## src/hdl/ipfmt_pkg.sv

```systemverilog
// Package for the IP address text formatter: kind codes, field indexes,
// character codes and the command/status structs between controller and datapath.
// No dependencies.
`timescale 1ns / 1ps
`default_nettype none

package ipfmt_pkg;

  typedef enum logic [1:0] {
    KIND_NONE = 2'd0,
    KIND_V4   = 2'd1,
    KIND_V6   = 2'd2,
    KIND_BAD  = 2'd3
  } kind_t;

  typedef enum logic [2:0] {
    SEL_HEAD,
    SEL_SEP2,
    SEL_DIG,
    SEL_LIT,
    SEL_ERR
  } sel_t;

  // field index: 0..7 address groups/octets, then end-of-address "::", prefix, done
  localparam logic [3:0] FLD_ZEND   = 4'd8;
  localparam logic [3:0] FLD_PREFIX = 4'd9;
  localparam logic [3:0] FLD_DONE   = 4'd10;

  localparam logic [7:0] CH_COLON = 8'h3a;
  localparam logic [7:0] CH_DOT   = 8'h2e;
  localparam logic [7:0] CH_SLASH = 8'h2f;
  localparam logic [7:0] CH_ZERO  = 8'h30;
  localparam logic [7:0] CH_ALPHA = 8'h57;  // 'a' - 10
  localparam logic [31:0] TXT_NONE = 32'h6e6f6e65;

  typedef struct packed {
    logic       load;
    logic       emit;
    sel_t       sel;
    logic [3:0] fld;
    logic [1:0] dig;
    logic       last;
  } cmd_t;

  typedef struct packed {
    kind_t      in_kind;
    logic [3:0] in_first_fld;
    logic [1:0] sep_cnt;
    logic [1:0] first_dig;
    logic       has_dig;
    logic [3:0] next_fld;
    logic       out_free;
  } sts_t;

endpackage

`default_nettype wire

```

## src/hdl/ipfmt_dp.sv

```systemverilog
// Datapath of the IP address text formatter: input registers, zero-run search,
// field and digit selection, character build and output register. Uses ipfmt_pkg.
`timescale 1ns / 1ps
`default_nettype none

module ipfmt_dp (
  input  wire logic              clk,
  input  wire logic              rst,
  input  wire logic [135:0]      in_data,
  input  wire logic [2:0]        in_user,
  input  wire ipfmt_pkg::cmd_t   cmd,
  output ipfmt_pkg::sts_t        sts,
  output logic                   out_valid,
  input  wire logic              out_ready,
  output logic [7:0]             out_char,
  output logic                   out_last,
  output logic                   out_status
);

  function automatic logic [6:0] zero_run(input logic [7:0] z);
    logic [3:0] run;
    logic [2:0] pos;
    logic [3:0] len;
    run = 4'd0;
    pos = 3'd0;
    len = 4'd0;
    for (int j = 7; j >= 0; j--) begin
      run = z[j] ? run + 4'd1 : 4'd0;
      if (run >= len && run != 4'd0) begin
        pos = 3'(j);
        len = run;
      end
    end
    return {pos, len};
  endfunction

  function automatic logic [11:0] to_bcd(input logic [7:0] v);
    logic [11:0] b;
    b = 12'd0;
    for (int i = 7; i >= 0; i--) begin
      if (b[3:0] >= 4'd5) b[3:0] = b[3:0] + 4'd3;
      if (b[7:4] >= 4'd5) b[7:4] = b[7:4] + 4'd3;
      if (b[11:8] >= 4'd5) b[11:8] = b[11:8] + 4'd3;
      b = {b[10:0], v[i]};
    end
    return b;
  endfunction

  logic [127:0]     addr;
  logic [7:0]       prefix;
  logic             show;
  ipfmt_pkg::kind_t kind;
  logic [2:0]       run_pos;
  logic [3:0]       run_len;

  logic [7:0]  in_zero;
  logic [6:0]  in_run;
  logic        run_ok;
  logic [3:0]  run_end;
  logic        is_dec;
  logic [15:0] grp;
  logic [7:0]  dec_val;
  logic [11:0] bcd;
  logic [15:0] dig_src;
  logic [1:0]  dig_idx;
  logic [3:0]  nib;
  logic [7:0]  hex_char;
  logic [7:0]  sep_char;
  logic [7:0]  ch;
  logic [3:0]  fld_inc;
  logic [3:0]  first_fld;
  logic [1:0]  sep_cnt;
  logic [1:0]  first_dig;
  logic [3:0]  next_fld;

  always_comb begin
    for (int g = 0; g < 8; g++) begin
      in_zero[g] = (in_data[(g < 4) ? (48 - 16 * g) : (64 + 112 - 16 * g) +: 16] == 16'h0);
    end
    in_run = zero_run(in_zero);
  end

  always_comb begin
    if (in_user[1:0] == ipfmt_pkg::KIND_V6 && in_run[3:0] >= 4'd2 && in_run[6:4] == 3'd0) begin
      first_fld = in_run[3:0];
    end else begin
      first_fld = 4'd0;
    end
  end

  assign run_ok  = (run_len >= 4'd2);
  assign run_end = {1'b0, run_pos} + run_len;
  assign is_dec  = (cmd.fld == ipfmt_pkg::FLD_PREFIX) || (kind == ipfmt_pkg::KIND_V4);
  assign grp     = addr[{3'd7 - cmd.fld[2:0], 4'h0} +: 16];
  assign dec_val = (cmd.fld == ipfmt_pkg::FLD_PREFIX) ? prefix :
                   addr[{2'd3 - cmd.fld[1:0], 3'h0} +: 8];
  assign bcd     = to_bcd(dec_val);
  assign dig_src = is_dec ? {4'h0, bcd} : grp;
  assign fld_inc = cmd.fld + 4'd1;

  always_comb begin
    if (is_dec) begin
      if (bcd[11:8] != 4'h0) first_dig = 2'd2;
      else if (bcd[7:4] != 4'h0) first_dig = 2'd1;
      else first_dig = 2'd0;
    end else begin
      if (grp[15:12] != 4'h0) first_dig = 2'd3;
      else if (grp[11:8] != 4'h0) first_dig = 2'd2;
      else if (grp[7:4] != 4'h0) first_dig = 2'd1;
      else first_dig = 2'd0;
    end
  end

  always_comb begin
    if (cmd.fld == ipfmt_pkg::FLD_PREFIX) begin
      sep_cnt  = 2'd1;
      sep_char = ipfmt_pkg::CH_SLASH;
    end else if (kind == ipfmt_pkg::KIND_V4) begin
      sep_cnt  = (cmd.fld == 4'd0) ? 2'd0 : 2'd1;
      sep_char = ipfmt_pkg::CH_DOT;
    end else if (run_ok && cmd.fld == run_end) begin
      sep_cnt  = 2'd2;
      sep_char = ipfmt_pkg::CH_COLON;
    end else begin
      sep_cnt  = (cmd.fld == 4'd0) ? 2'd0 : 2'd1;
      sep_char = ipfmt_pkg::CH_COLON;
    end
  end

  always_comb begin
    if (cmd.fld == ipfmt_pkg::FLD_PREFIX || cmd.fld == ipfmt_pkg::FLD_DONE) begin
      next_fld = ipfmt_pkg::FLD_DONE;
    end else if (kind == ipfmt_pkg::KIND_V4) begin
      next_fld = (cmd.fld >= 4'd3) ? ipfmt_pkg::FLD_PREFIX : fld_inc;
    end else if (cmd.fld == ipfmt_pkg::FLD_ZEND) begin
      next_fld = ipfmt_pkg::FLD_PREFIX;
    end else if (run_ok && fld_inc == {1'b0, run_pos}) begin
      next_fld = run_end;
    end else if (fld_inc == ipfmt_pkg::FLD_ZEND) begin
      next_fld = ipfmt_pkg::FLD_PREFIX;
    end else begin
      next_fld = fld_inc;
    end
    if (next_fld == ipfmt_pkg::FLD_PREFIX && !show) begin
      next_fld = ipfmt_pkg::FLD_DONE;
    end
  end

  always_comb begin
    sts.in_kind      = ipfmt_pkg::kind_t'(in_user[1:0]);
    sts.in_first_fld = first_fld;
    sts.sep_cnt      = sep_cnt;
    sts.first_dig    = first_dig;
    sts.has_dig      = (cmd.fld != ipfmt_pkg::FLD_ZEND);
    sts.next_fld     = next_fld;
    sts.out_free     = !out_valid || out_ready;
  end

  assign dig_idx  = (cmd.sel == ipfmt_pkg::SEL_HEAD) ? first_dig : cmd.dig;
  assign nib      = dig_src[{dig_idx, 2'b00} +: 4];
  assign hex_char = (nib < 4'd10) ? ipfmt_pkg::CH_ZERO + {4'h0, nib} :
                                    ipfmt_pkg::CH_ALPHA + {4'h0, nib};

  always_comb begin
    unique case (cmd.sel)
      ipfmt_pkg::SEL_HEAD: ch = (sep_cnt != 2'd0) ? sep_char : hex_char;
      ipfmt_pkg::SEL_SEP2: ch = ipfmt_pkg::CH_COLON;
      ipfmt_pkg::SEL_DIG:  ch = hex_char;
      ipfmt_pkg::SEL_LIT:  ch = ipfmt_pkg::TXT_NONE[{2'd3 - cmd.dig, 3'h0} +: 8];
      ipfmt_pkg::SEL_ERR:  ch = 8'h00;
      default:             ch = 8'h00;
    endcase
  end

  always_ff @(posedge clk) begin
    if (cmd.load) begin
      addr    <= {in_data[63:0], in_data[127:64]};
      prefix  <= in_data[135:128];
      show    <= in_user[2];
      kind    <= ipfmt_pkg::kind_t'(in_user[1:0]);
      run_pos <= in_run[6:4];
      run_len <= in_run[3:0];
    end
    if (cmd.emit) begin
      out_char   <= ch;
      out_last   <= cmd.last;
      out_status <= (cmd.sel == ipfmt_pkg::SEL_ERR);
    end
  end

  always_ff @(posedge clk) begin
    if (rst) begin
      out_valid <= 1'b0;
    end else if (cmd.emit) begin
      out_valid <= 1'b1;
    end else if (out_ready) begin
      out_valid <= 1'b0;
    end
  end

endmodule

`default_nettype wire

```

## src/hdl/ipfmt_ctrl.sv

```systemverilog
// Controller of the IP address text formatter: walks fields, separators and
// digits, one character per cycle when the output slot is free. Uses ipfmt_pkg.
`timescale 1ns / 1ps
`default_nettype none

module ipfmt_ctrl (
  input  wire logic            clk,
  input  wire logic            rst,
  input  wire logic            in_valid,
  output logic                 in_ready,
  output ipfmt_pkg::cmd_t      cmd,
  input  wire ipfmt_pkg::sts_t sts
);

  typedef enum logic [2:0] {
    ST_IDLE,
    ST_HEAD,
    ST_SEP2,
    ST_DIG,
    ST_LIT,
    ST_ERR
  } state_t;

  state_t     state;
  logic [3:0] fld;
  logic [1:0] dig;
  logic       fend;
  logic       last;

  always_comb begin
    fend = ((state == ST_HEAD) && sts.sep_cnt == 2'd0 && sts.first_dig == 2'd0) ||
           ((state == ST_SEP2) && !sts.has_dig) ||
           ((state == ST_DIG) && dig == 2'd0);
    last = (fend && sts.next_fld == ipfmt_pkg::FLD_DONE) ||
           ((state == ST_LIT) && dig == 2'd3) ||
           (state == ST_ERR);
  end

  always_comb begin
    cmd.load = in_valid && (state == ST_IDLE);
    cmd.emit = (state != ST_IDLE) && sts.out_free;
    cmd.fld  = fld;
    cmd.dig  = dig;
    cmd.last = last;
    unique case (state)
      ST_HEAD: cmd.sel = ipfmt_pkg::SEL_HEAD;
      ST_SEP2: cmd.sel = ipfmt_pkg::SEL_SEP2;
      ST_DIG:  cmd.sel = ipfmt_pkg::SEL_DIG;
      ST_LIT:  cmd.sel = ipfmt_pkg::SEL_LIT;
      ST_ERR:  cmd.sel = ipfmt_pkg::SEL_ERR;
      ST_IDLE: cmd.sel = ipfmt_pkg::SEL_ERR;
      default: cmd.sel = ipfmt_pkg::SEL_ERR;
    endcase
  end

  assign in_ready = (state == ST_IDLE);

  always_ff @(posedge clk) begin
    if (rst) begin
      state <= ST_IDLE;
      fld   <= 4'd0;
      dig   <= 2'd0;
    end else if (state == ST_IDLE) begin
      if (in_valid) begin
        unique case (sts.in_kind)
          ipfmt_pkg::KIND_NONE: begin
            state <= ST_LIT;
            dig   <= 2'd0;
          end
          ipfmt_pkg::KIND_V4, ipfmt_pkg::KIND_V6: begin
            state <= ST_HEAD;
            fld   <= sts.in_first_fld;
          end
          ipfmt_pkg::KIND_BAD: state <= ST_ERR;
          default:             state <= ST_ERR;
        endcase
      end
    end else if (sts.out_free) begin
      if (last) begin
        state <= ST_IDLE;
      end else if (fend) begin
        state <= ST_HEAD;
        fld   <= sts.next_fld;
      end else begin
        unique case (state)
          ST_HEAD: begin
            if (sts.sep_cnt == 2'd2) begin
              state <= ST_SEP2;
            end else if (sts.sep_cnt == 2'd1) begin
              state <= ST_DIG;
              dig   <= sts.first_dig;
            end else begin
              state <= ST_DIG;
              dig   <= sts.first_dig - 2'd1;
            end
          end
          ST_SEP2: begin
            state <= ST_DIG;
            dig   <= sts.first_dig;
          end
          ST_DIG:  dig <= dig - 2'd1;
          ST_LIT:  dig <= dig + 2'd1;
          ST_ERR:  state <= ST_IDLE;
          ST_IDLE: state <= ST_IDLE;
          default: state <= ST_IDLE;
        endcase
      end
    end
  end

endmodule

`default_nettype wire

```

## src/hdl/ip_address_text_formatter.sv

```systemverilog
// Top level of the IP address text formatter: controller plus datapath.
// Depends on ipfmt_pkg, ipfmt_ctrl and ipfmt_dp.
//
// Usage:
//   The slave stream takes one address item; the master stream returns its
//   ASCII text, one character per item, tlast on the final character.
//   Kind none gives "none", IPv4 dotted decimal, IPv6 compressed hex with
//   an optional "/prefix"; an unsupported kind gives one item, data zero,
//   tuser set.
//   s_axis_tready is high only between addresses. The accept cycle also runs
//   the zero-run search and loads the input registers; the characters are
//   then built and registered one per cycle while the output slot is free.
//   The rate is set by the text length: the sequencer takes the next address
//   only after the last character of the current one.
//   When m_axis_tready is low the current character holds and the sequencer
//   stops. Synchronous reset drops any text in flight and returns to idle.
`timescale 1ns / 1ps
`default_nettype none

module ip_address_text_formatter (
  input  wire logic         clk,
  input  wire logic         rst,
  input  wire logic         s_axis_tvalid,
  output logic              s_axis_tready,
  input  wire logic [135:0] s_axis_tdata,  // address_high, address_low, prefix_length
  input  wire logic [2:0]   s_axis_tuser,  // address_kind, show_prefix
  output logic              m_axis_tvalid,
  input  wire logic         m_axis_tready,
  output logic [7:0]        m_axis_tdata,  // text_char
  output logic              m_axis_tlast,
  output logic [0:0]        m_axis_tuser   // status
);

  ipfmt_pkg::cmd_t cmd;
  ipfmt_pkg::sts_t sts;

  ipfmt_ctrl u_ctrl (
    .clk      (clk),
    .rst      (rst),
    .in_valid (s_axis_tvalid),
    .in_ready (s_axis_tready),
    .cmd      (cmd),
    .sts      (sts)
  );

  ipfmt_dp u_dp (
    .clk        (clk),
    .rst        (rst),
    .in_data    (s_axis_tdata),
    .in_user    (s_axis_tuser),
    .cmd        (cmd),
    .sts        (sts),
    .out_valid  (m_axis_tvalid),
    .out_ready  (m_axis_tready),
    .out_char   (m_axis_tdata),
    .out_last   (m_axis_tlast),
    .out_status (m_axis_tuser[0])
  );

endmodule

`default_nettype wire

```

## config.mk

```make
export PLATFORM = sky130hd
export DESIGN_NAME = ip_address_text_formatter
export DESIGN_NICKNAME = d
export VERILOG_FILES = /design/src/hdl/ipfmt_pkg.sv /design/src/hdl/ipfmt_dp.sv /design/src/hdl/ipfmt_ctrl.sv /design/src/hdl/ip_address_text_formatter.sv
export SDC_FILE = /design/constraint.sdc
export NUM_CORES = 1
export LEC_CHECK = 0
export ABC_AREA = 1
export BUFFER_PORTS_ARGS = -buffer_cell sky130_fd_sc_hd__buf_2
export CAP_MARGIN = 20
export CORE_UTILIZATION = 45
export DETAILED_ROUTE_END_ITERATION = 8
export MAX_ROUTING_LAYER = met4
export PLACE_DENSITY_LB_ADDON = 0.05
export SYNTH_ARGS = -nofsm -noshare
export SYNTH_HDL_FRONTEND = slang
export SYNTH_SLANG_ARGS = --single-unit
export TNS_END_PERCENT = 1
```

## constraint.sdc

```tcl
create_clock -name clk -period 10.1 [get_ports clk]
set_clock_uncertainty 0.05 [all_clocks]
set_input_delay 0.505 -clock clk [delete_from_list [all_inputs] [get_ports clk]]
set_output_delay 0.505 -clock clk [all_outputs]
set_load 0.02 [all_outputs]
```

# Yosys cells after proc, flatten, opt, wreduce, memory -nomap -nowiden
# Cells that the tools add are included.
[totals]
ff_bits = 166
in_bits = 143
output_inout_bits = 12
wordCells = 246
[classes]
addsub = 24
magnitude_cmp = 19
eq_ne = 32
shift = 4
n_mux = 83
n_reduce_logical = 71
[op_table]
columns = ["cell", "count"]
rows = [
  ["$mux W4", 36],
  ["$logic_not A16 Y1", 8],
  ["$shiftx A128 B6 Y8", 1],
  ["$shiftx A128 B8 Y16", 1],
  ["$reduce_bool A4 Y1", 13],
  ["$mux W3", 13],
  ["$add A4 B1 Y4 const B", 8],
  ["$mux W2", 16],
  ["$mux W8", 4],
  ["$pmux W8 S4", 1],
  ["$shiftx A32 B6 Y8 const A", 1],
  ["$ge A4 B4 Y1", 7],
  ["$eq A4 B4 Y1 const B", 6],
  ["$logic_and A1 B1 Y1", 21],
  ["$add A4 B2 Y4 const B", 5],
  ["$ge A4 B3 Y1 const B", 5],
  ["$pmux W3 S3", 2],
  ["$mux W16", 1],
  ["$shiftx A16 B5 Y4", 1],
  ["$eq A3 B2 Y1 const B", 4],
  ["$ge A4 B2 Y1 const B", 3],
  ["$pmux W3 S4", 1],
  ["$eq A3 B3 Y1 const B", 3],
  ["$logic_not A3 Y1", 3],
  ["35 further kinds", 69],
]

# Depth between registers and ports, before layout
# Gate-level depths: netlist of run 1.
[logic_depth]
depth_word = 33
ltp_mapped = 62
depth_no_buf = 59

# Cells and area by module
# Synthesis of run 1 repeated with hierarchy kept, for this count alone.
[unflattened]
cells_unflattened = 1310
area_unflattened_um2 = 10849.2
[modules_own_cells]
columns = ["mod", "n_inst", "cells_per_inst", "area_per_inst_um2", "seq_area_each_um2"]
rows = [
  ["ipfmt_dp", 1, 1138, 9924.5, 4674.5],
  ["ipfmt_ctrl", 1, 172, 924.6, 180.2],
]

# Worst setup path before layout of run 1
# OpenSTA, ideal clock, no wires.
[synth_path]
path_kind = "flip-flop to flip-flop"
startpoint = "register u_ctrl.state[1]"
endpoint = "register u_ctrl.fld[2]"
setup_time_ps = 95
arrival_time_ps = 8128
required_time_ps = 9955
setup_slack_ps = 1827
stages_incl_launch_ff = 11
n_path_buf = 0
synth_period_minus_slack_ps = 8273
cell_sequence = "dfxtp_1 > nor2_1 > inv_1 > nor2_1 > inv_1 > nor2_1 > or2_2 > nand2_1 > nor2_1 > inv_1 > a221oi_1"
[synth_via]
elab_chain_len = 10
elab_cells_between_ends = 23
cone_classes = "eq/ne: 8; mux: 1; reduce/logical: 14"
[synth_lines]
columns = ["item", "line_no", "rtl"]
rows = [
  ["start: declaration", "ipfmt_ctrl.sv:24", "state_t state;"],
  ["start signal: assignment", "ipfmt_ctrl.sv:60", "state <= ST_IDLE;"],
  ["start signal: assignment", "ipfmt_ctrl.sv:67", "state <= ST_LIT;"],
  ["start signal: assignment", "ipfmt_ctrl.sv:71", "state <= ST_HEAD;"],
  ["$eq A3 B1 Y1", "ipfmt_ctrl.sv:31", "fend = ((state == ST_HEAD) && sts.sep_cnt == 2'd0 && sts.first_dig == 2'd0) ||"],
  ["$logic_and A1 B1 Y1 (2 in series)", "ipfmt_ctrl.sv:31", ""],
  ["$logic_or A1 B1 Y1", "ipfmt_ctrl.sv:31", ""],
  ["$logic_or A1 B1 Y1", "ipfmt_ctrl.sv:32", "((state == ST_SEP2) && !sts.has_dig) ||"],
  ["$logic_and A1 B1 Y1", "ipfmt_ctrl.sv:34", "last = (fend && sts.next_fld == ipfmt_pkg::FLD_DONE) ||"],
  ["$logic_or A1 B1 Y1", "ipfmt_ctrl.sv:34", ""],
  ["$logic_or A1 B1 Y1", "ipfmt_ctrl.sv:35", "((state == ST_LIT) && dig == 2'd3) ||"],
  ["$ne A2 B2 Y1 (no source line)", "-", ""],
  ["$reduce_and A5 Y1 (no source line)", "-", ""],
  ["end signal: assignment", "ipfmt_ctrl.sv:72", "fld <= sts.in_first_fld;"],
  ["end signal: assignment", "ipfmt_ctrl.sv:83", "fld <= sts.next_fld;"],
  ["end: declaration", "ipfmt_ctrl.sv:25", "logic [3:0] fld;"],
]
# Parallel ways exist; a longest one is shown, timed or not.
# A chain may end at the register's enable or synchronous reset.

# Final worst setup path of run 1
[layout_path]
startpoint = "input port s_axis_tdata[65]"
endpoint = "register u_ctrl.fld[1]"
[layout_via]
elab_cells_between_ends = 64
cone_classes = "add/sub: 7; order compare: 9; mux: 28; reduce/logical: 20"
[layout_rtl]
columns = ["item", "line_no", "rtl"]
rows = [
  ["start: declaration", "ip_address_text_formatter.sv:25", "input wire logic [135:0] s_axis_tdata,"],
  ["$logic_not A16 Y1 (*)", "ipfmt_dp.sv:78", "in_zero[g] = (in_data[(g < 4) ? (48 - 16 * g) : (64 + 112 - 16 * g) +: 16] == 16'h0);"],
  ["$mux W1 (*)", "ipfmt_dp.sv:28", "run = z[j] ? run + 4'd1 : 4'd0;"],
  ["$ge A4 B1 Y1 or $reduce_bool A4 Y1 (tied branches)", "ipfmt_dp.sv:29", "if (run >= len && run != 4'd0) begin"],
  ["$logic_and A1 B1 Y1", "ipfmt_dp.sv:29", ""],
  ["$mux W4", "ipfmt_dp.sv:29", ""],
  ["$ge A4 B4 Y1", "ipfmt_dp.sv:29", ""],
  ["$logic_and A1 B1 Y1", "ipfmt_dp.sv:29", ""],
  ["$mux W4", "ipfmt_dp.sv:29", ""],
  ["[17 not listed]", "-", ""],
  ["$mux W3 (*)", "ipfmt_dp.sv:29", ""],
  ["via u_dp.in_run[6]", "ipfmt_dp.sv:57", "logic [6:0] in_run;"],
  ["$logic_not A3 Y1 (*)", "ipfmt_dp.sv:84", "if (in_user[1:0] == ipfmt_pkg::KIND_V6 && in_run[3:0] >= 4'd2 && in_run[6:4] == 3'd0) begin"],
  ["$logic_and A1 B1 Y1 (*)", "ipfmt_dp.sv:84", ""],
  ["$mux W4 (*)", "ipfmt_dp.sv:84", ""],
  ["$mux W4 (*)", "ipfmt_ctrl.sv:65", "unique case (sts.in_kind)"],
  ["$mux W4 (*)", "ipfmt_ctrl.sv:64", "if (in_valid) begin"],
  ["$mux W4 (*)", "ipfmt_ctrl.sv:63", "end else if (state == ST_IDLE) begin"],
]
# The timed path passes the listed nets; every way through them passes the cells marked *. The select of a mux whose other input is x is not followed.

==> out/metrics.yaml, run 1 <==
run_status:
  status: "finished, final reports clean"
critical_path:
  critPathArrivalTime_ns: 9.45
  critPathCaptureType: "flop"
  cp-startpoint: "s_axis_tdata[65]"
  regToRegSetupSlack_ns: 2.31
  reg2reg_from: "u_ctrl.fld[0]"
  r2r-end: "u_ctrl.fld[0]"
  cp-endpoint: "u_ctrl.fld[1]"
  crit_fanout: 10
  cpPeakStageDelay_ns: 0.37
  required_ns: 10.41
  reg2regPathDepth: 56
  crit_top_cell: "nand2_1"
  crit_type: "input pin to flop"
  crit_slowest_cell: "nor4_2"
  cp-start-kind: "input pin"
yosys:
  synth.distinct_cells: 61
  yosys-top-cells-area: "edfxtp_1 44%, nand2_1 8.6%, ha_1 7.3%"
  yosysTopAreaCell: "edfxtp_1"
  synth_edf_count: 155
  post-synth-top-count-cell: "nand2_1"
  ys_warn_count: 0
  syn_avg_cell_area_sq_um: 8.61
  synth_ff_type: "edfxtp_1"
  async_flop_share_pct: 0
  synth_commonest_cells: "240 x nand2_1, 155 x edfxtp_1, 138 x inv_1"
  syn_nets: 1423
  synthAdderAreaFrac_pct: 7.47
  synth_compound_area_share_pct: 12.7
  synth-xor-area-share_pct: 1.00
  synthMuxAreaShare_pct: 0.0954
  synth_top_family_by_area: "simple AND/OR/NAND/NOR gates"
  ys_seq_area_share_pct: 46.3
  synth_top_area_share_pct: 44.4
  postSynthCellCount: 1218
  ys_seq_elements: 165
  synthSimpleGateAreaFrac_pct: 25.6
  synth_area_sq_um: 10500
grt:
  grt-ovfl-total: 0
  grt_pass1_wl_microns: 45900
  first_global_vias: 8598
  grt_max_degree: 77
  grt_usage_pct: 26.1
  antenna_found_initial: 4
detailed_routing:
  wl_per_cell_microns: 17.0
  route.vias.total: 9034
  routed_wl_microns: 29000
  avgViaCountPerCell: 5.31
  ant_nets: 0
  drc: 0
  first_pass_iters: 7
  dr.first_iter.drc_count: 771
timing:
  maxSlewHeadroom_pct: 35.0
  hold_viol_final: 0
  final_max_slew_viol_count: 0
  setup-violations-final: 0
  layout_min_cycle_time_ns: 9.14
  fin_tns_setup_ns: 0
  hold_ws_ns: 0.188
  max_freq_mhz: 109
  tightestPinTransition_ns: 0.975
  finalCritPeriodShare_pct: 90.5
clock_tree:
  cts.sinks: 165
  cts_tree: "done"
  cts_buffer_depth: 2
  cts-buffers-inserted: 17
  htree_levels: 4
  postCtsHoldBufs: 0
  root_buffer: "clkbuf_16"
  clkSlewWorstSetupHoldPaths_ns: 0.08
  insertion_delay_ns: 0.44
layout:
  layout.nets: 1574
  drive_above_1_share_pct: 20.0
  synthToLayoutAreaGrowth_pct: 16.7
  fin_area_sq_um: 12200
placed_design:
  place_area_sq_um: 11600
  hpwl_microns: 21900
  gp_congestion: 0.904
  port_buffers: 153
die:
  die_h_microns: 155
  die_area_sq_um: 23900
  io_pins: 155
  dieWidth_microns: 155
  row_count: 55
  core_sq_um: 22800
  initial_core_util_pct: 46.0
run:
  maxCapViolCount: 0
worst_hold_path:
  holdCritPathClass: "input pin to flop"
worst min-delay path by stage:
stage / start / end / slack [ns] / depth (start not counted)
2_1_floorplan: u_ctrl.dig[1] / u_ctrl.dig[1] / 0.41 / 2
3_3_place_gp: u_ctrl.dig[1] / u_ctrl.dig[1] / 0.46 / 2
3_5_place_dp: u_ctrl.dig[1] / u_ctrl.dig[1] / 0.46 / 2
4_1_cts: s_axis_tdata[135] / u_dp.prefix[7] / 0.17 / 1
5_1_grt: s_axis_tdata[133] / u_dp.prefix[5] / 0.17 / 1
6_report: s_axis_tdata[135] / u_dp.prefix[7] / 0.19 / 1
registers in the layout, summed over array words and instances, names as in the netlist:
signal / count
u_dp.run_len: 4
u_dp.run_pos: 3
u_dp.out_status: 1
u_dp.out_last: 1
u_dp.addr: 128
u_ctrl.state: 3
u_ctrl.dig: 2
u_dp.out_valid: 1
u_dp.kind: 2
u_dp.prefix: 8
u_ctrl.fld: 4
u_dp.out_char: 7
u_dp.show: 1
repair_timing:
item	in CTS	in global routing
hold endpoints to repair	0	0
setup endpoints to repair	0	6
setup buffers	0	5
gates resized for setup	0	6
area by class of cell:
cell class / instances / area [sq um]
Timing Repair Buffer: 165 / 856
Clock inverter: 15 / 195
Fill cell: 2139 / 10500
Multi-Input combinational cell: 869 / 4930
Sequential cell: 165 / 4860
Clock buffer: 17 / 425
Antenna cell: 6 / 15.0
Inverter: 151 / 567
Tap cell: 313 / 392
layout by cell type (no fill, tap or decap), types with 3 or more instances in the layout:
master / instances
nand2_1: 239
edfxtp_1: 155
buf_2: 153
inv_1: 138
nor2_1: 121
o21ai_0: 95
nand3_1: 91
ha_1: 61
a21oi_1: 43
nor4_1: 21
nand4_1: 20
nand2_2: 19
o211ai_1: 17
clkbuf_16: 17
o21ai_1: 14
inv_2: 13
o221ai_1: 12
buf_4: 12
or2_2: 11
xor2_1: 10
nor3_1: 10
o22ai_1: 10
nand3_2: 9
dfxtp_1: 9
nand2_4: 8
diode_2: 6
clkinv_8: 5
inv_8: 5
nand3b_1: 4
a221oi_1: 4
a211oi_1: 3
nand3_4: 3
a22oi_1: 3
a31oi_1: 3
worst max-delay path, delay by kind of cell:
kind / cells / cell delay, ns
fa+ha+maj: 8 / 2.30
simple gates: 16 / 2.39
buf+inv: 8 / 0.74
compound gates: 20 / 3.53
metal layers:
metal | track usage [%] | share of wire, % | vias to the layer above
met3 | 4.26 | 4.7 | 29
met2 | 42.6 | 48 | 253
li1 | - | - | 4542
met1 | 33.4 | 46 | 4210
met4 | 7.92 | 1.9 | 0
met5 | - | 0 | -
kinds of logic after synthesis:
kind of cell / after synthesis
AO/OA/AOI/OAI: 223
XOR/XNOR: 12
adder cells (fa/ha/maj): 62
buffers and inverters: 184
flip-flops: 165
multiplexers: 1
other: 1
AND/OR/NAND/NOR: 570
per-stage QoR:
| stage | setup slack, ns | util, % | cells |
|---|---|---|---|
| floorplan | 1.83 | - | 1218 |
| global placement | 0.471 | 50.7 | 1658 |
| detailed placement | 0.139 | 50.7 | 1658 |
| CTS | 0.511 | 53.5 | 1690 |
| global route | -0.0204 | 53.7 | 1699 |
| finish | 0.959 | 53.7 | 1701 |
Power of run 1 is not shown: default switching activity piles up to over one toggle a cycle in this logic, so the estimate is an artifact.
==> run 2: changes to the inputs <==
--- a/config.mk
+++ b/config.mk
@@ -10,6 +10,7 @@
 export CAP_MARGIN = 20
 export CORE_UTILIZATION = 45
 export DETAILED_ROUTE_END_ITERATION = 8
+export GPL_TIMING_DRIVEN = 0
 export MAX_ROUTING_LAYER = met4
 export PLACE_DENSITY_LB_ADDON = 0.05
 export SYNTH_ARGS = -nofsm -noshare
==> run 2 against run 1 <==
Against the previous run: setup slack got worse by 0.14 ns; design area up 1.6%; via count up 0.74%; first-iteration DRC count fell by 13%; sequential cell count unchanged; fmax down 1.6%; global-route usage is essentially flat; final cell count up 1.4%; wire length is 1.7% higher; die area is the same; critical endpoint is now u_ctrl.fld[0]; largest cell class unchanged; highest routed layer unchanged.
==> out/metrics.yaml, run 2 (synthesized netlist as in run 1, its figures left out) <==
critical_path:
  crit_cells: 48
  cpPeakStageDelay_ns: 0.41
  reg2regPathDepth: 59
  critPathCaptureType: "flop"
  crit_family: "compound AO/OA/AOI/OAI gates"
  crit_fanout: 10
  crit_slowest_cell: "nor4_1"
  critPathArrivalTime_ns: 9.57
  required_ns: 10.39
  crit_buf_inv: 7
  crit_top_cell: "ha_1"
  cp-start-kind: "input pin"
  crit_type: "input pin to flop"
clock_tree:
  cts_tree: "done"
  insertion_delay_ns: 0.44
  cts.sinks: 165
  root_buffer: "clkbuf_16"
  cts_buffer_depth: 2
  cts-buffers-inserted: 17
  htree_levels: 4
  clkSlewWorstSetupHoldPaths_ns: 0.08
detailed_routing:
  ant_nets: 0
  route.vias.total: 9101
  dr.first_iter.drc_count: 667
  wl_per_cell_microns: 17.1
  drc: 0
  routed_wl_microns: 29500
  first_pass_iters: 5
  avgViaCountPerCell: 5.28
grt:
  grt_pass1_wl_microns: 46000
  grt_usage_pct: 26.2
  antenna_found_initial: 0
  grt-ovfl-total: 0
  first_global_vias: 8679
  grt_max_degree: 34
layout:
  regMostFlops: "u_dp.addr"
  largestRegisters: "u_dp.addr: 128 flops, u_dp.prefix: 8 flops, u_dp.out_char: 7 flops"
  drive_above_1_share_pct: 19.8
  multiInputGateArea_sq_um: 4940
  layout_commonest_cell: "nand2_1"
  regArea_sq_um: 4850
  synthToLayoutAreaGrowth_pct: 18.6
  layout.nets: 1603
  nFillCells: 2161
  n_antenna_cell: 0
  largest_reg_flops: 128
  layout_common_cells: "238 x nand2_1, 155 x buf_2, 155 x edfxtp_1"
timing:
  hold_ws_ns: 0.196
  max_freq_mhz: 108
  final_max_slew_viol_count: 0
  layout_min_cycle_time_ns: 9.29
  finalCritPeriodShare_pct: 91.9
  hold_viol_final: 0
  tightestPinTransition_ns: 0.843
  maxSlewHeadroom_pct: 43.6
  rsz0062_at_grt: "false"
  setup-violations-final: 0
die:
  core_sq_um: 22800
  initial_core_util_pct: 46.0
  io_pins: 155
  die_area_sq_um: 23900
  die_h_microns: 155
  dieWidth_microns: 155
  row_count: 55
placed_design:
  gp_congestion: 0.915
  hpwl_microns: 23500
  port_buffers: 153
worst_hold_path:
  holdCritPathClass: "input pin to flop"
  min_path_cells: 1
run:
  maxCapViolCount: 0
run_status:
  status: "finished, final reports clean"
## run 2: cell types whose count changed in the layout (fill, tap and decap cells not counted), sizes merged
cell,delta
buf,+6
clkbuf,+23
clkinv,+1
clkinvlp,-1
diode,-6
## run 2: area by class of cell
type | count | share of cell area [%]
tap | 313 | 3.15
buffer | 33 | 1.20
inverter | 151 | 4.56
clock inverter | 15 | 1.74
sequential | 165 | 39.0
multi-input combinational | 869 | 39.7
timing repair buffer | 161 | 7.20
clock buffer | 17 | 3.42
## run 2: final timing paths
path | slack (ns) | endpoint | start
setup reg to reg | 1.57 | u_ctrl.fld[3] | u_ctrl.fld[1]
hold reg to reg | 0.46 | u_ctrl.dig[1] | u_ctrl.dig[1]
hold / removal | 0.20 | u_dp.prefix[5] | s_axis_tdata[133]
setup / recovery | 0.81 | u_ctrl.fld[0] | s_axis_tdata[93]
## run 2: metrics by stage
stage	setup TNS (ns)	utilization [%]	instances	setup slack (ns)	area, sq um
6_report	0	54.6	1724	0.815	12400
3_3_place_gp	-35.60	51.1	1684	-1.15	11600
5_1_grt	0	54.6	1724	0.0512	12400
3_5_place_dp	-1.19	51.6	1689	-0.330	11800
2_1_floorplan	0	-	1218	1.83	10500
4_1_cts	0	54.5	1721	0.121	12400
## run 2: layer usage
metal  GRT usage (%)  part of all wire [%]
met5               -                     0
met4            8.49                   1.7
met3            3.59                   5.5
met2            42.5                    47
met1            33.8                    45
## run 2: repair_timing
action,in CTS,in global routing
buffers inserted,0,3
hold buffers,0,0
setup endpoints to repair,0,11
resized for setup,0,9
Power of run 2 is left out for the same reason.
==> run 3: changes to the inputs <==
--- a/config.mk
+++ b/config.mk
@@ -8,11 +8,15 @@
 export ABC_AREA = 1
 export BUFFER_PORTS_ARGS = -buffer_cell sky130_fd_sc_hd__buf_2
 export CAP_MARGIN = 20
-export CORE_UTILIZATION = 45
+export CELL_PAD_IN_SITES_DETAIL_PLACEMENT = 1
+export CELL_PAD_IN_SITES_GLOBAL_PLACEMENT = 1
+export CORE_MARGIN = 2
+export CORE_UTILIZATION = 44
 export DETAILED_ROUTE_END_ITERATION = 8
 export GPL_TIMING_DRIVEN = 0
 export MAX_ROUTING_LAYER = met4
 export PLACE_DENSITY_LB_ADDON = 0.05
+export SKIP_LAST_GASP = 1
 export SYNTH_ARGS = -nofsm -noshare
 export SYNTH_HDL_FRONTEND = slang
 export SYNTH_SLANG_ARGS = --single-unit
==> run 3 against run 2 <==
Against the previous run: die area up 4.9%; critical path depth up 5; design area down 0.25%; first-iteration DRC count down 2.7%; fmax up 1.1%; via count up 5.0%; sequential cell count unchanged; wire length up 14%; critical path type unchanged; critical endpoint is now u_ctrl.fld[1].
==> out/metrics.yaml, run 3 (synthesized netlist as in run 1, its figures left out) <==
critical_path:
  critPathArrivalTime_ns: 9.49
  critPathCaptureType: "flop"
  crit_fanout: 10
  r2r-end: "u_ctrl.fld[0]"
  cp-startpoint: "s_axis_tdata[81]"
  crit_slowest_cell: "nor4_1"
  reg2regPathDepth: 60
  regToRegSetupSlack_ns: 1.48
  reg2reg_from: "u_ctrl.fld[1]"
  cp-start-kind: "input pin"
  crit_type: "input pin to flop"
  cp-endpoint: "u_ctrl.fld[1]"
  cpPeakStageDelay_ns: 0.35
  required_ns: 10.40
die:
  initial_core_util_pct: 44.8
  die_area_sq_um: 25100
  core_sq_um: 23400
  dieWidth_microns: 158
  die_h_microns: 158
  row_count: 56
  io_pins: 155
clock_tree:
  cts.sinks: 165
  clkSlewWorstSetupHoldPaths_ns: 0.07
  cts-buffers-inserted: 17
  cts_buffer_depth: 2
  root_buffer: "clkbuf_16"
  cts_tree: "done"
  htree_levels: 4
  postCtsHoldBufs: 0
  insertion_delay_ns: 0.44
run:
  maxCapViolCount: 0
placed_design:
  port_buffers: 153
  gp_congestion: 0.925
  place_ws_ns: -0.281
  hpwl_microns: 26700
detailed_routing:
  ant_nets: 0
  avgViaCountPerCell: 5.51
  route.vias.total: 9556
  first_pass_iters: 7
  routed_wl_microns: 33500
  wl_per_cell_microns: 19.3
  drc: 0
  dr.first_iter.drc_count: 649
layout:
  multiInputGateArea_sq_um: 4930
  regMostFlops: "u_dp.addr"
  nFillCells: 2890
  layout_common_cells: "238 x nand2_1, 155 x buf_2, 155 x edfxtp_1"
  drive_above_1_share_pct: 19.8
  layout.nets: 1605
  regArea_sq_um: 4850
  layout_commonest_cell: "nand2_1"
  synthToLayoutAreaGrowth_pct: 18.3
  largestRegisters: "u_dp.addr: 128 flops, u_dp.prefix: 8 flops, u_dp.out_char: 7 flops"
  largest_reg_flops: 128
grt:
  antenna_found_initial: 1
  grt_pass1_wl_microns: 52100
  grt-ovfl-total: 0
  first_global_vias: 9676
  grt_max_degree: 37
  grt_usage_pct: 28.3
timing:
  layout_min_cycle_time_ns: 9.19
  tightestPinTransition_ns: 0.862
  final_max_slew_viol_count: 0
  max_freq_mhz: 109
  final.setup.worst_slack_ns: 0.915
  hold_ws_ns: 0.192
  hold_viol_final: 0
  rsz0062_at_grt: "false"
  finalCritPeriodShare_pct: 90.9
  maxSlewHeadroom_pct: 42.3
  setup-violations-final: 0
worst_hold_path:
  holdCritPathClass: "input pin to flop"
run_status:
  status: "finished, final reports clean"
-- run 3: timing repair --
| item | CTS | global route |
|---|---|---|
| gates resized for setup | 0 | 9 |
| setup buffers | 0 | 6 |
| setup endpoints to repair | 0 | 11 |
-- run 3: metal layers --
metal  part of all wire (%)  wire [microns]  track usage (%)
met3                    4.8            1620             3.62
met1                     43           14300             35.0
met4                    2.8             952             8.75
met5                      0               0                -
met2                     50           16600             48.5
-- run 3: per-stage QoR --
| stage | utilization [%] | cells | setup TNS (ns) | area (sq um) |
|---|---|---|---|---|
| 2_1_floorplan | - | 1218 | 0 | 10500 |
| 6_report | 53.0 | 1733 | 0 | 12400 |
| 3_3_place_gp | 49.8 | 1690 | -12.50 | 11700 |
| 5_1_grt | 53.0 | 1733 | 0 | 12400 |
| 4_1_cts | 52.8 | 1726 | 0 | 12400 |
| 3_5_place_dp | 50.2 | 1694 | -1.01 | 11700 |
-- run 3: area by class of cell --
type / count / area share (%)
Antenna cell: 1 / 0.0202
Buffer: 33 / 1.20
Clock buffer: 17 / 3.43
Clock inverter: 15 / 1.50
Inverter: 151 / 4.57
Multi-Input combinational cell: 869 / 39.8
Sequential cell: 165 / 39.1
Tap cell: 319 / 3.22
Timing Repair Buffer: 163 / 7.18
-- run 3: worst min path at each step --
stage / startpoint / endpoint / slack (ns) / cells after the start
floorplan: u_ctrl.dig[1] / u_ctrl.dig[1] / 0.41 / 2
global placement: u_ctrl.dig[1] / u_ctrl.dig[1] / 0.46 / 2
detailed placement: u_ctrl.dig[1] / u_ctrl.dig[1] / 0.47 / 2
CTS: s_axis_tdata[135] / u_dp.prefix[7] / 0.18 / 1
global route: s_axis_tdata[134] / u_dp.prefix[6] / 0.17 / 1
finish: s_axis_tdata[135] / u_dp.prefix[7] / 0.19 / 1
-- run 3: critical path, delay by kind of cell --
kind	cells	cell delay (ns)
AOI/OAI and AO/OA	20	3.57
buffers and inverters	9	0.81
and+or+nand+nor	16	2.40
adders and majority gates	8	2.18
Power of run 3 is left out for the same reason.
